**src/hw/rtl/dorq_pkg.sv**
```systemverilog
// Shared types and constants for the deadline-ordered ready queue.
package dorq_pkg;

  // Width of an absolute deadline in hundredths of a time unit.
  localparam int DEADLINE_WIDTH = 32;

  // Operation codes carried in the kind field.
  localparam logic KIND_INSERT = 1'b0;
  localparam logic KIND_REMOVE = 1'b1;

  // Commands from the controller to the datapath.
  typedef struct packed {
    logic capture;  // register the operation and the per-cell compare flags
    logic apply;    // update the cells and load the result register
  } dorq_cmd_t;

endpackage

```
**src/hw/rtl/dorq_if.sv**
```systemverilog
// Request and response channel interfaces for the deadline-ordered ready queue.
interface dorq_req_if
  import dorq_pkg::*;
#(
  parameter int ID_WIDTH = 10
) ();
  logic                      valid;
  logic                      ready;
  logic                      kind;
  logic [ID_WIDTH-1:0]       job_id;
  logic [DEADLINE_WIDTH-1:0] deadline;

  modport source (output valid, kind, job_id, deadline, input ready);
  modport sink (input valid, kind, job_id, deadline, output ready);
endinterface

interface dorq_rsp_if #(
  parameter int ID_WIDTH  = 10,
  parameter int OCC_WIDTH = 5
) ();
  logic                 valid;
  logic                 ready;
  logic                 head_valid;
  logic [ID_WIDTH-1:0]  head_job;
  logic [OCC_WIDTH-1:0] occupancy;
  logic                 dropped;

  modport source (output valid, head_valid, head_job, occupancy, dropped, input ready);
  modport sink (input valid, head_valid, head_job, occupancy, dropped, output ready);
endinterface

```
**src/hw/rtl/dorq_ctrl.sv**
```systemverilog
// Controller state machine for the deadline-ordered ready queue.
module dorq_ctrl
  import dorq_pkg::*;
(
  input  logic      clk,
  input  logic      rst,
  input  logic      in_valid,
  output logic      in_ready,
  output logic      out_valid,
  input  logic      out_ready,
  output dorq_cmd_t cmd
);

  localparam logic ST_IDLE  = 1'b0;
  localparam logic ST_APPLY = 1'b1;

  logic state;
  logic state_next;
  logic out_valid_next;

  // A new transaction is taken only while no operation is in flight.
  assign in_ready    = (state == ST_IDLE);
  assign cmd.capture = in_valid && in_ready;
  // The cells update once the result register is free or being emptied.
  assign cmd.apply   = (state == ST_APPLY) && (!out_valid || out_ready);

  // Next state.
  always_comb begin
    state_next = state;
    unique case (state)
      ST_IDLE: begin
        if (cmd.capture) begin
          state_next = ST_APPLY;
        end
      end
      ST_APPLY: begin
        if (cmd.apply) begin
          state_next = ST_IDLE;
        end
      end
      default: state_next = ST_IDLE;
    endcase
  end

  // Result register occupancy.
  always_comb begin
    priority if (cmd.apply) begin
      out_valid_next = 1'b1;
    end else if (out_ready) begin
      out_valid_next = 1'b0;
    end else begin
      out_valid_next = out_valid;
    end
  end

  always_ff @(posedge clk) begin
    if (rst) begin
      state     <= ST_IDLE;
      out_valid <= 1'b0;
    end else begin
      state     <= state_next;
      out_valid <= out_valid_next;
    end
  end

  // Every applied operation leaves a result waiting on the output.
  a_apply_gives_result: assert property (@(posedge clk) disable iff (rst)
    cmd.apply |=> out_valid)
    else $error("applied operation did not present a result");

  // A captured transaction is always followed by the apply step.
  a_capture_to_apply: assert property (@(posedge clk) disable iff (rst)
    cmd.capture |=> (state == ST_APPLY))
    else $error("capture not followed by apply state");

  // A stalled result holds the operation back in the apply state.
  a_stall_holds: assert property (@(posedge clk) disable iff (rst)
    (state == ST_APPLY && out_valid && !out_ready) |=> (state == ST_APPLY && out_valid))
    else $error("operation left apply state while result was stalled");

endmodule

```
**src/hw/rtl/dorq_dp.sv**
```systemverilog
// Datapath of the deadline-ordered ready queue: a row of compare-and-shift cells.
module dorq_dp
  import dorq_pkg::*;
#(
  parameter int CAPACITY  = 16,
  parameter int ID_WIDTH  = 10,
  parameter int OCC_WIDTH = 5
) (
  input  logic                      clk,
  input  logic                      rst,
  input  dorq_cmd_t                 cmd,
  input  logic                      in_kind,
  input  logic [ID_WIDTH-1:0]       in_job_id,
  input  logic [DEADLINE_WIDTH-1:0] in_deadline,
  output logic                      head_valid,
  output logic [ID_WIDTH-1:0]       head_job,
  output logic [OCC_WIDTH-1:0]      occupancy,
  output logic                      dropped
);

  localparam int LEVELS = $clog2(CAPACITY);

  // Cell contents; only cells below count hold jobs.
  logic [ID_WIDTH-1:0]       job [CAPACITY];
  logic [DEADLINE_WIDTH-1:0] dl [CAPACITY];
  logic [OCC_WIDTH-1:0]      count;

  logic [ID_WIDTH-1:0]       job_next [CAPACITY];
  logic [DEADLINE_WIDTH-1:0] dl_next [CAPACITY];
  logic [OCC_WIDTH-1:0]      count_next;
  logic                      drop_next;

  // Captured operation and per-cell flags.
  logic                      op_kind;
  logic [ID_WIDTH-1:0]       op_id;
  logic [DEADLINE_WIDTH-1:0] op_dl;
  logic [CAPACITY-1:0]       flag;
  logic [CAPACITY-1:0]       flag_in;

  logic [CAPACITY-1:0] pre_lvl [LEVELS+1];
  logic [CAPACITY-1:0] pre;
  logic                full;
  logic                ins_go;
  logic                rem_go;

  // Each held cell compares against the incoming transaction: deadline not
  // later than the new one for an insert, identifier equal for a remove.
  always_comb begin
    for (int i = 0; i < CAPACITY; i++) begin
      if (in_kind == KIND_REMOVE) begin
        flag_in[i] = (OCC_WIDTH'(i) < count) && (job[i] == in_job_id);
      end else begin
        flag_in[i] = (OCC_WIDTH'(i) < count) && (dl[i] <= in_deadline);
      end
    end
  end

  // Inclusive prefix OR of the match flags marks the first match and all after it.
  always_comb begin
    pre_lvl[0] = flag;
    for (int l = 0; l < LEVELS; l++) begin
      for (int i = 0; i < CAPACITY; i++) begin
        if (i >= (1 << l)) begin
          pre_lvl[l+1][i] = pre_lvl[l][i] | pre_lvl[l][i-(1<<l)];
        end else begin
          pre_lvl[l+1][i] = pre_lvl[l][i];
        end
      end
    end
    pre = pre_lvl[LEVELS];
  end

  assign full   = (count == OCC_WIDTH'(CAPACITY));
  assign ins_go = (op_kind == KIND_INSERT) && !full;
  assign rem_go = (op_kind == KIND_REMOVE) && pre[CAPACITY-1];

  // Cell update: an insert keeps cells ahead of the slot, writes the slot and
  // shifts the rest back; a remove pulls every cell from the match onward forward.
  always_comb begin
    int  p;
    int  q;
    logic prev_le;
    for (int i = 0; i < CAPACITY; i++) begin
      p = (i == 0) ? 0 : i - 1;
      q = (i == CAPACITY - 1) ? i : i + 1;
      prev_le = (i == 0) ? 1'b1 : flag[p];
      job_next[i] = job[i];
      dl_next[i]  = dl[i];
      if (ins_go && !flag[i]) begin
        if (prev_le) begin
          job_next[i] = op_id;
          dl_next[i]  = op_dl;
        end else begin
          job_next[i] = job[p];
          dl_next[i]  = dl[p];
        end
      end else if (rem_go && pre[i]) begin
        job_next[i] = job[q];
        dl_next[i]  = dl[q];
      end
    end
  end

  // Occupancy and drop flag.
  always_comb begin
    count_next = count;
    drop_next  = 1'b0;
    if (op_kind == KIND_INSERT) begin
      if (full) begin
        drop_next = 1'b1;
      end else begin
        count_next = count + OCC_WIDTH'(1);
      end
    end else if (rem_go) begin
      count_next = count - OCC_WIDTH'(1);
    end
  end

  // Operation capture and result register.
  always_ff @(posedge clk) begin
    if (cmd.capture) begin
      op_kind <= in_kind;
      op_id   <= in_job_id;
      op_dl   <= in_deadline;
      flag    <= flag_in;
    end
    if (cmd.apply) begin
      head_valid <= (count_next != '0);
      head_job   <= (count_next != '0) ? job_next[0] : '0;
      occupancy  <= count_next;
      dropped    <= drop_next;
    end
  end

  // Cell storage.
  always_ff @(posedge clk) begin
    if (cmd.apply) begin
      for (int i = 0; i < CAPACITY; i++) begin
        job[i] <= job_next[i];
        dl[i]  <= dl_next[i];
      end
    end
  end

  always_ff @(posedge clk) begin
    if (rst) begin
      count <= '0;
    end else if (cmd.apply) begin
      count <= count_next;
    end
  end

  // The queue never holds more jobs than it has cells.
  a_count_bound: assert property (@(posedge clk) disable iff (rst)
    count <= OCC_WIDTH'(CAPACITY))
    else $error("occupancy exceeds capacity");

endmodule

```
**src/hw/rtl/deadline_ordered_ready_queue.sv**
```systemverilog
// Top level of the deadline-ordered ready queue: controller plus cell datapath.
//
//   channel  role    payload
//   req      sink    kind, job_id, deadline
//   rsp      source  head_valid, head_job, occupancy, dropped
//
// Each transaction is first captured and compared in every cell at once; then,
// once the result register is free, the cells shift and the result register loads.
// A stalled result holds the next operation in its apply step; req is taken
// again once the pending operation has written its result.
// Synchronous reset empties the queue; cell contents are not cleared.
module deadline_ordered_ready_queue
  import dorq_pkg::*;
#(
  parameter int CAPACITY = 16,
  parameter int ID_WIDTH = 10
) (
  input logic        clk,
  input logic        rst,
  dorq_req_if.sink   req,
  dorq_rsp_if.source rsp
);

  localparam int OCC_WIDTH = $clog2(CAPACITY + 1);

  dorq_cmd_t cmd;

  dorq_ctrl u_ctrl (
    .clk       (clk),
    .rst       (rst),
    .in_valid  (req.valid),
    .in_ready  (req.ready),
    .out_valid (rsp.valid),
    .out_ready (rsp.ready),
    .cmd       (cmd)
  );

  dorq_dp #(
    .CAPACITY  (CAPACITY),
    .ID_WIDTH  (ID_WIDTH),
    .OCC_WIDTH (OCC_WIDTH)
  ) u_dp (
    .clk         (clk),
    .rst         (rst),
    .cmd         (cmd),
    .in_kind     (req.kind),
    .in_job_id   (req.job_id),
    .in_deadline (req.deadline),
    .head_valid  (rsp.head_valid),
    .head_job    (rsp.head_job),
    .occupancy   (rsp.occupancy),
    .dropped     (rsp.dropped)
  );

endmodule

```
**src/flat_wrapper.sv**
```systemverilog
// flat-port wrapper written by rule: the top's interface ports become plain ports
module deadline_ordered_ready_queue_flat import dorq_pkg::*;
#(
  parameter int CAPACITY = 16,
  parameter int ID_WIDTH = 10
)
  (clk, rst, req_valid, req_kind, req_job_id, req_deadline, req_ready, rsp_valid, rsp_head_valid, rsp_head_job, rsp_occupancy, rsp_dropped, rsp_ready);
  dorq_req_if #(.ID_WIDTH(ID_WIDTH)) req_i ();
  dorq_rsp_if #(.ID_WIDTH(ID_WIDTH), .OCC_WIDTH((5))) rsp_i ();
  input logic clk;
  input logic rst;
  input wire logic [$bits(req_i.valid)-1:0] req_valid;
  input wire logic [$bits(req_i.kind)-1:0] req_kind;
  input wire logic [$bits(req_i.job_id)-1:0] req_job_id;
  input wire logic [$bits(req_i.deadline)-1:0] req_deadline;
  output wire logic [$bits(req_i.ready)-1:0] req_ready;
  output wire logic [$bits(rsp_i.valid)-1:0] rsp_valid;
  output wire logic [$bits(rsp_i.head_valid)-1:0] rsp_head_valid;
  output wire logic [$bits(rsp_i.head_job)-1:0] rsp_head_job;
  output wire logic [$bits(rsp_i.occupancy)-1:0] rsp_occupancy;
  output wire logic [$bits(rsp_i.dropped)-1:0] rsp_dropped;
  input wire logic [$bits(rsp_i.ready)-1:0] rsp_ready;
  assign req_i.valid = req_valid;
  assign req_i.kind = req_kind;
  assign req_i.job_id = req_job_id;
  assign req_i.deadline = req_deadline;
  assign req_ready = req_i.ready;
  assign rsp_valid = rsp_i.valid;
  assign rsp_head_valid = rsp_i.head_valid;
  assign rsp_head_job = rsp_i.head_job;
  assign rsp_occupancy = rsp_i.occupancy;
  assign rsp_dropped = rsp_i.dropped;
  assign rsp_i.ready = rsp_ready;
  deadline_ordered_ready_queue #(.CAPACITY(CAPACITY), .ID_WIDTH(ID_WIDTH)) u_core (.clk(clk), .rst(rst), .req(req_i), .rsp(rsp_i));
endmodule
```
**config.mk**
```make
export PLATFORM = sky130hd
export DESIGN_NAME = deadline_ordered_ready_queue_flat
export DESIGN_NICKNAME = d
export VERILOG_FILES = /design/src/hw/rtl/dorq_pkg.sv /design/src/hw/rtl/dorq_if.sv /design/src/hw/rtl/dorq_ctrl.sv /design/src/hw/rtl/dorq_dp.sv /design/src/hw/rtl/deadline_ordered_ready_queue.sv /design/src/flat_wrapper.sv
export SDC_FILE = /design/constraint.sdc
export NUM_CORES = 2
export LEC_CHECK = 0
export ABC_AREA = 1
export BUFFER_PORTS_ARGS = -buffer_cell sky130_fd_sc_hd__buf_4
export CAP_MARGIN = 20
export CORE_AREA = 2 2 296 298
export CTS_BUF_LIST = sky130_fd_sc_hd__clkbuf_2 sky130_fd_sc_hd__clkbuf_4 sky130_fd_sc_hd__clkbuf_8
export DETAILED_ROUTE_END_ITERATION = 8
export DIE_AREA = 0 0 298 300
export PLACE_DENSITY_LB_ADDON = 0.05
export REMOVE_ABC_BUFFERS = 1
export SLEW_MARGIN = 20
export SYNTH_ARGS = -nofsm -noshare
export SYNTH_HDL_FRONTEND = slang
export SYNTH_SLANG_ARGS = --single-unit
```
**constraint.sdc**
```tcl
create_clock -name clk -period 4.8 [get_ports clk]
set_input_delay 0.48 -clock clk [delete_from_list [all_inputs] [get_ports clk]]
set_output_delay 0.48 -clock clk [all_outputs]
set_load 0.02 [all_outputs]
```
======== Yosys cells after proc, flatten, opt, wreduce, memory -nomap -nowiden ========
Memory sizes are Yosys's and may differ from the RTL's.
Cells that the tools add are included.
operators by class
  reduce and logical (&&, ||, !) cells .... 88
  bitwise operators ....................... 51
  order comparisons ....................... 32
  eq/ne operators ......................... 17
  add/subtract/negate cells ............... 2
  multiplexer cells ....................... 119
operator list
  kind                                                                 number
  32-bit 2-to-1 mux                                                    46
  32-bit less-or-equal comparator                                      16
  10-bit 2-to-1 mux                                                    46
  10-bit equality test                                                 16
  1-bit logical AND                                                    67
  1-bit bitwise OR                                                     49
  4-bit by 5-bit < comparator with 1-bit output, first input constant  8
  1-bit 2-to-1 mux                                                     23
  3-bit by 5-bit < comparator with 1-bit output, first input constant  4
  1-bit logical NOT                                                    18
  5-bit 2-to-1 mux                                                     3
  1-bit by 5-bit < comparator with 1-bit output, first input constant  2
  2-bit by 5-bit < comparator with 1-bit output, first input constant  2
  5-bit by 1-bit adder with 5-bit output, second input constant        1
  5-bit equality test, second input constant                           1
  5-bit nonzero test                                                   1
  5-bit by 1-bit subtractor with 5-bit output, second input constant   1
  1-bit NOT                                                            2
  1-bit case mux with 2 select lines                                   1
  2-bit nonzero test                                                   1
  1-bit logical OR                                                     1
word-level totals
  flip-flop bits (word level) ............. 83
  memories ................................ 2
  logic and storage cells ................. 322
  memory bits (writable) .................. 672
  input bits .............................. 47
  output and inout port bits .............. 19
memory list
  name             depth  bits a word  read ports  clocked after memory_dff  write ports  line           source
  u_core.u_dp.dl   16     32           16          0                         16           dorq_dp.sv:25  logic [DEADLINE_WIDTH-1:0] dl [CAPACITY];
  u_core.u_dp.job  16     10           16          0                         16           dorq_dp.sv:24  logic [ID_WIDTH-1:0] job [CAPACITY];

======== Logic depth before layout (Yosys ltp) ========
  depth after elaboration ................. 8
  gate-level depth with buffers ........... 14
  mapped depth without buffers ............ 13

======== Hierarchy ========
From an unflattened synthesis, not the netlist that was laid out.
unflattened totals
  cells, all modules ...................... 5960
  area total of the unflattened synthesis .. 50822.5 um^2
modules (own cells, without submodules)
  module     cells an instance  times used  sequential area each (um^2)  area an instance (um^2)
  dorq_dp    5948               1           22561.6                      50731.2
  dorq_ctrl  12                 1           40.0                         91.3

======== Least setup slack after synthesis ========
Ideal clock, no wire load.
  path kind ............................... reg2reg
  from .................................... reg u_core.u_dp.count[0] (netlist name)
  to ...................................... mem u_core.u_dp.dl[15][0] (netlist: u_core.u_dp.dl[1][224]), enable pin
  path slack .............................. 230 ps
  data arrival time ....................... 4077 ps
  setup time .............................. 493 ps
  buffers on the path ..................... 1
  stages on the path, launching flop included .. 9
  period minus slack after synthesis ...... 4570 ps
  required time ........................... 4307 ps
  cell sequence ........................... dfxtp_1 > inv_1 > ha_1 > nand2_2 > nor2_4 > nand2_4 > nand2_4 > clkbuf_1 > nor3_1
RTL lines
  element        line
  end, declared  dorq_dp.sv:25

==> results.sh <==
export IMPL_power_total_uw=17700
export IMPL_pin_count=66
export IMPL_hold_buffers=35
export IMPL_crit_required_ps=5280
export IMPL_power_density_nw_per_um2=320
export IMPL_dr_pass1_iters=6
export IMPL_vias=43100
export IMPL_ys_types=36
export IMPL_area_growth_syn_to_layout_pct=7.96
export IMPL_cts_buffers=142
export IMPL_fp_dieH_um=300
export IMPL_fin_nets=6503
export IMPL_portBuffers=65
export IMPL_fp_row_count=108
export IMPL_reg2reg_depth=11
export IMPL_clk_path_buf_depth=3
export IMPL_synth_avg_cell_area_um2=8.52
export IMPL_async_reset_ff_share_pct=0
export IMPL_skew_ps=30.6
export IMPL_synth_edf_count=748
export IMPL_setup_tns_ps=0
export IMPL_worstSetupPathType="flip-flop to flip-flop"
export IMPL_min_period_ps=3480
export IMPL_cts_setup_buffers=0
export IMPL_syn_area_um2=51200
export IMPL_grt_overflow=0
export IMPL_yosysTopAreaCellShare_pct=43.9
export IMPL_r2r_end="u_core.u_dp.dl[1][62]"
export IMPL_drv_cap=0
export IMPL_synth_largest_area_cell="edfxtp_1"
export IMPL_pre_cts_slack_ps=1350
export IMPL_hp_class="input port to flip-flop"
export IMPL_grt_usage_pct=31.1
export IMPL_cts_root_buf="clkbuf_8"
export IMPL_final_util_pct=64.1
export IMPL_wl_mm=141
export IMPL_regToRegStartpoint="u_core.u_dp.count[0]"
export IMPL_start_util_pct=59.4
export IMPL_whs_ps=67.8
export IMPL_ys_seq_elements=755
export IMPL_ant_nets=0
export IMPL_first_iter_violations=4757
export IMPL_synth_main_ff_cell="edfxtp_1"
export IMPL_clock_fmax_mhz=287
export IMPL_crit_path_start_kind="flip-flop"
export IMPL_hold_depth=1
export IMPL_min_delay_start="req_job_id[3]"
export IMPL_grt_max_degree=120
export IMPL_drv_slew=0
export IMPL_clock_latency_ps=830
export IMPL_die_w_um=298
export IMPL_post_drt_wl_per_cell_um=19.6
export IMPL_netlist_top_cells_area="edfxtp_1 44%, ha_1 13%, nand2_1 13%, o21ai_0 8.3%, o211ai_1 5.4%"
export IMPL_tightest_slew_ps=1140
export IMPL_ys_warnings_count=0
export IMPL_coreArea_um2=86200
export IMPL_leakage_uw=0.0225
export IMPL_yosysSeqAreaShare_pct=44.1
export IMPL_fin_crit_sh_pct=72.6
export IMPL_die_area_um2=89400
export IMPL_vdd_drop_max_uv=274
export IMPL_rsz0062_at_grt="false"
export IMPL_min_to="u_core.u_dp.op_id[3]"
export IMPL_antenna_found_initial=1
export IMPL_final_hold_viol_count=0
export IMPL_synth_most_common_cell="nand2_1"
export IMPL_via_per_inst=5.98
export IMPL_fin_ws_ps=1320
export IMPL_netlist_instances=6010
export IMPL_arrival_ps=3970
export IMPL_cp_max_fo=119
export IMPL_clock_sinks=755
export IMPL_synth_top_cells_by_count="1710 x nand2_1, 854 x o21ai_0, 748 x edfxtp_1, 515 x ha_1, 399 x inv_1"
export IMPL_place_gp_congestion=0.897
export IMPL_grt_pass1_vias=39300
export IMPL_drc_errors=0
export IMPL_drive_above_1_share_pct=6.51
export IMPL_rrSetupSlack_ps=1320
export IMPL_cts_resized=0
export IMPL_finalSetupViolCount=0
export IMPL_end_kind="flip-flop"
export IMPL_dp_hpwl_mm=106
export IMPL_grt_first_pass_wirelength_mm=220
export IMPL_relSlewSlack_pct=23.4
export IMPL_cts_tree="built"
export IMPL_clk_pin_slew_ps=60
export IMPL_status="complete, no violations"
export IMPL_ctsHtreeMaxLevel=4
## area by class of cell
type / count / area, um2
inverter: 412 / 1550
sequential: 755 / 22600
clock buffer: 208 / 2520
multi-input combinational: 4469 / 25600
tap: 1155 / 1450
fill: 7427 / 30900
timing repair buffer: 161 / 1300
antenna: 1 / 2.50
clock inverter: 43 / 268
## worst max-delay path, stage by stage, from the launching register on
cell and delay [ps]:
dfxtp_1 420, inv_1 170, ha_1 270, nand2_2 100
nor2_4 50, nand2_4 110, nand2_8 460, nor2_1 250
buf_4 260, inv_2 80, a21oi_4 500, buf_4 420
## metal layers
metal | GRT usage (%) | wire (um) | vias to the layer above | share of wire, %
met4 | 10.2 | 3820 | 0 | 2.7
met1 | 47.8 | 66000 | 19900 | 47
met2 | 45.0 | 58400 | 1829 | 41
met3 | 4.63 | 13200 | 236 | 9.3
li1 | - | - | 21200 | -
met5 | 0 | 0 | - | 0
## cells in the final DEF, fill, tap and decap left out, types with 4 or more instances in the layout
cell           instances
nand2_1             1710
o21ai_0              854
edfxtp_1             748
ha_1                 515
inv_1                399
o211ai_1             370
a21oi_1              290
nor2_1               209
clkbuf_8             153
buf_4                126
o21a_1               105
nand3_1               79
nand4_1               66
nor3_1                61
o22ai_1               59
clkbuf_4              55
clkinv_1              39
dlygate4sd3_1         35
o21ai_1               27
nor4_1                23
nor2_4                18
a31oi_1               16
nand3b_1              16
xor2_1                15
o21a_2                 8
dfxtp_1                7
clkinvlp_4             6
nor2_2                 4
inv_2                  4
a21oi_4                4
xnor2_1                4
clkinv_2               4
## metrics by stage
step / area [um2] / cells
final: 55300 / 7204
after global routing: 55300 / 7204
after CTS: 55300 / 7203
after detailed placement: 52100 / 6917
after global placement: 52100 / 6917
after floorplan: 49600 / 5636
## state kept, by name (all words and copies together), names as in the netlist
register,count
u_core.u_dp.dropped,1
u_core.u_dp.job,160
u_core.u_dp.count,5
u_core.u_dp.op_kind,1
u_core.u_ctrl.state,1
u_core.u_dp.op_dl,32
u_core.u_dp.flag,16
u_core.u_dp.op_id,10
u_core.u_ctrl.out_valid,1
u_core.u_dp.dl,512
u_core.u_dp.head_valid,1
u_core.u_dp.occupancy,5
u_core.u_dp.head_job,10
## kinds of logic (layout without fill, tap and decap cells)
logic type / count (synthesis) / after routing / share of synthesized area [%]
flops: 755 / 755 / 44.1
other cells: 0 / 1 / 0
fa+ha+maj: 515 / 515 / 12.6
buf+inv: 786 / 824 / 6.13
xor+xnor: 19 / 19 / 0.325
compound gates: 1738 / 1738 / 19.6
simple gates: 2197 / 2197 / 17.3
## worst max path at each step
stage / startpoint / endpoint / slack, ps / depth (start not counted)
2_1_floorplan: u_core.u_dp.count[0] / u_core.u_dp.dl[1][0] / -1330 / 8
3_3_place_gp: u_core.u_dp.count[0] / u_core.u_dp.dl[1][58] / 1440 / 11
3_5_place_dp: u_core.u_dp.count[0] / u_core.u_dp.dl[0][91] / 1350 / 9
4_1_cts: u_core.u_dp.count[0] / u_core.u_dp.dl[0][90] / 1330 / 9
5_1_grt: u_core.u_dp.count[0] / u_core.u_dp.dl[0][94] / 1110 / 9
6_report: u_core.u_dp.count[0] / u_core.u_dp.dl[1][62] / 1320 / 11
## where the power goes
part           total (uW)  internal (uW)  switching, uW
clock network        6320           3500           2820
logic                3200           1030           2170
registers            8170           7850            321
total               17700          12400           5320
Note: power is estimated with default switching activity, not from simulation.
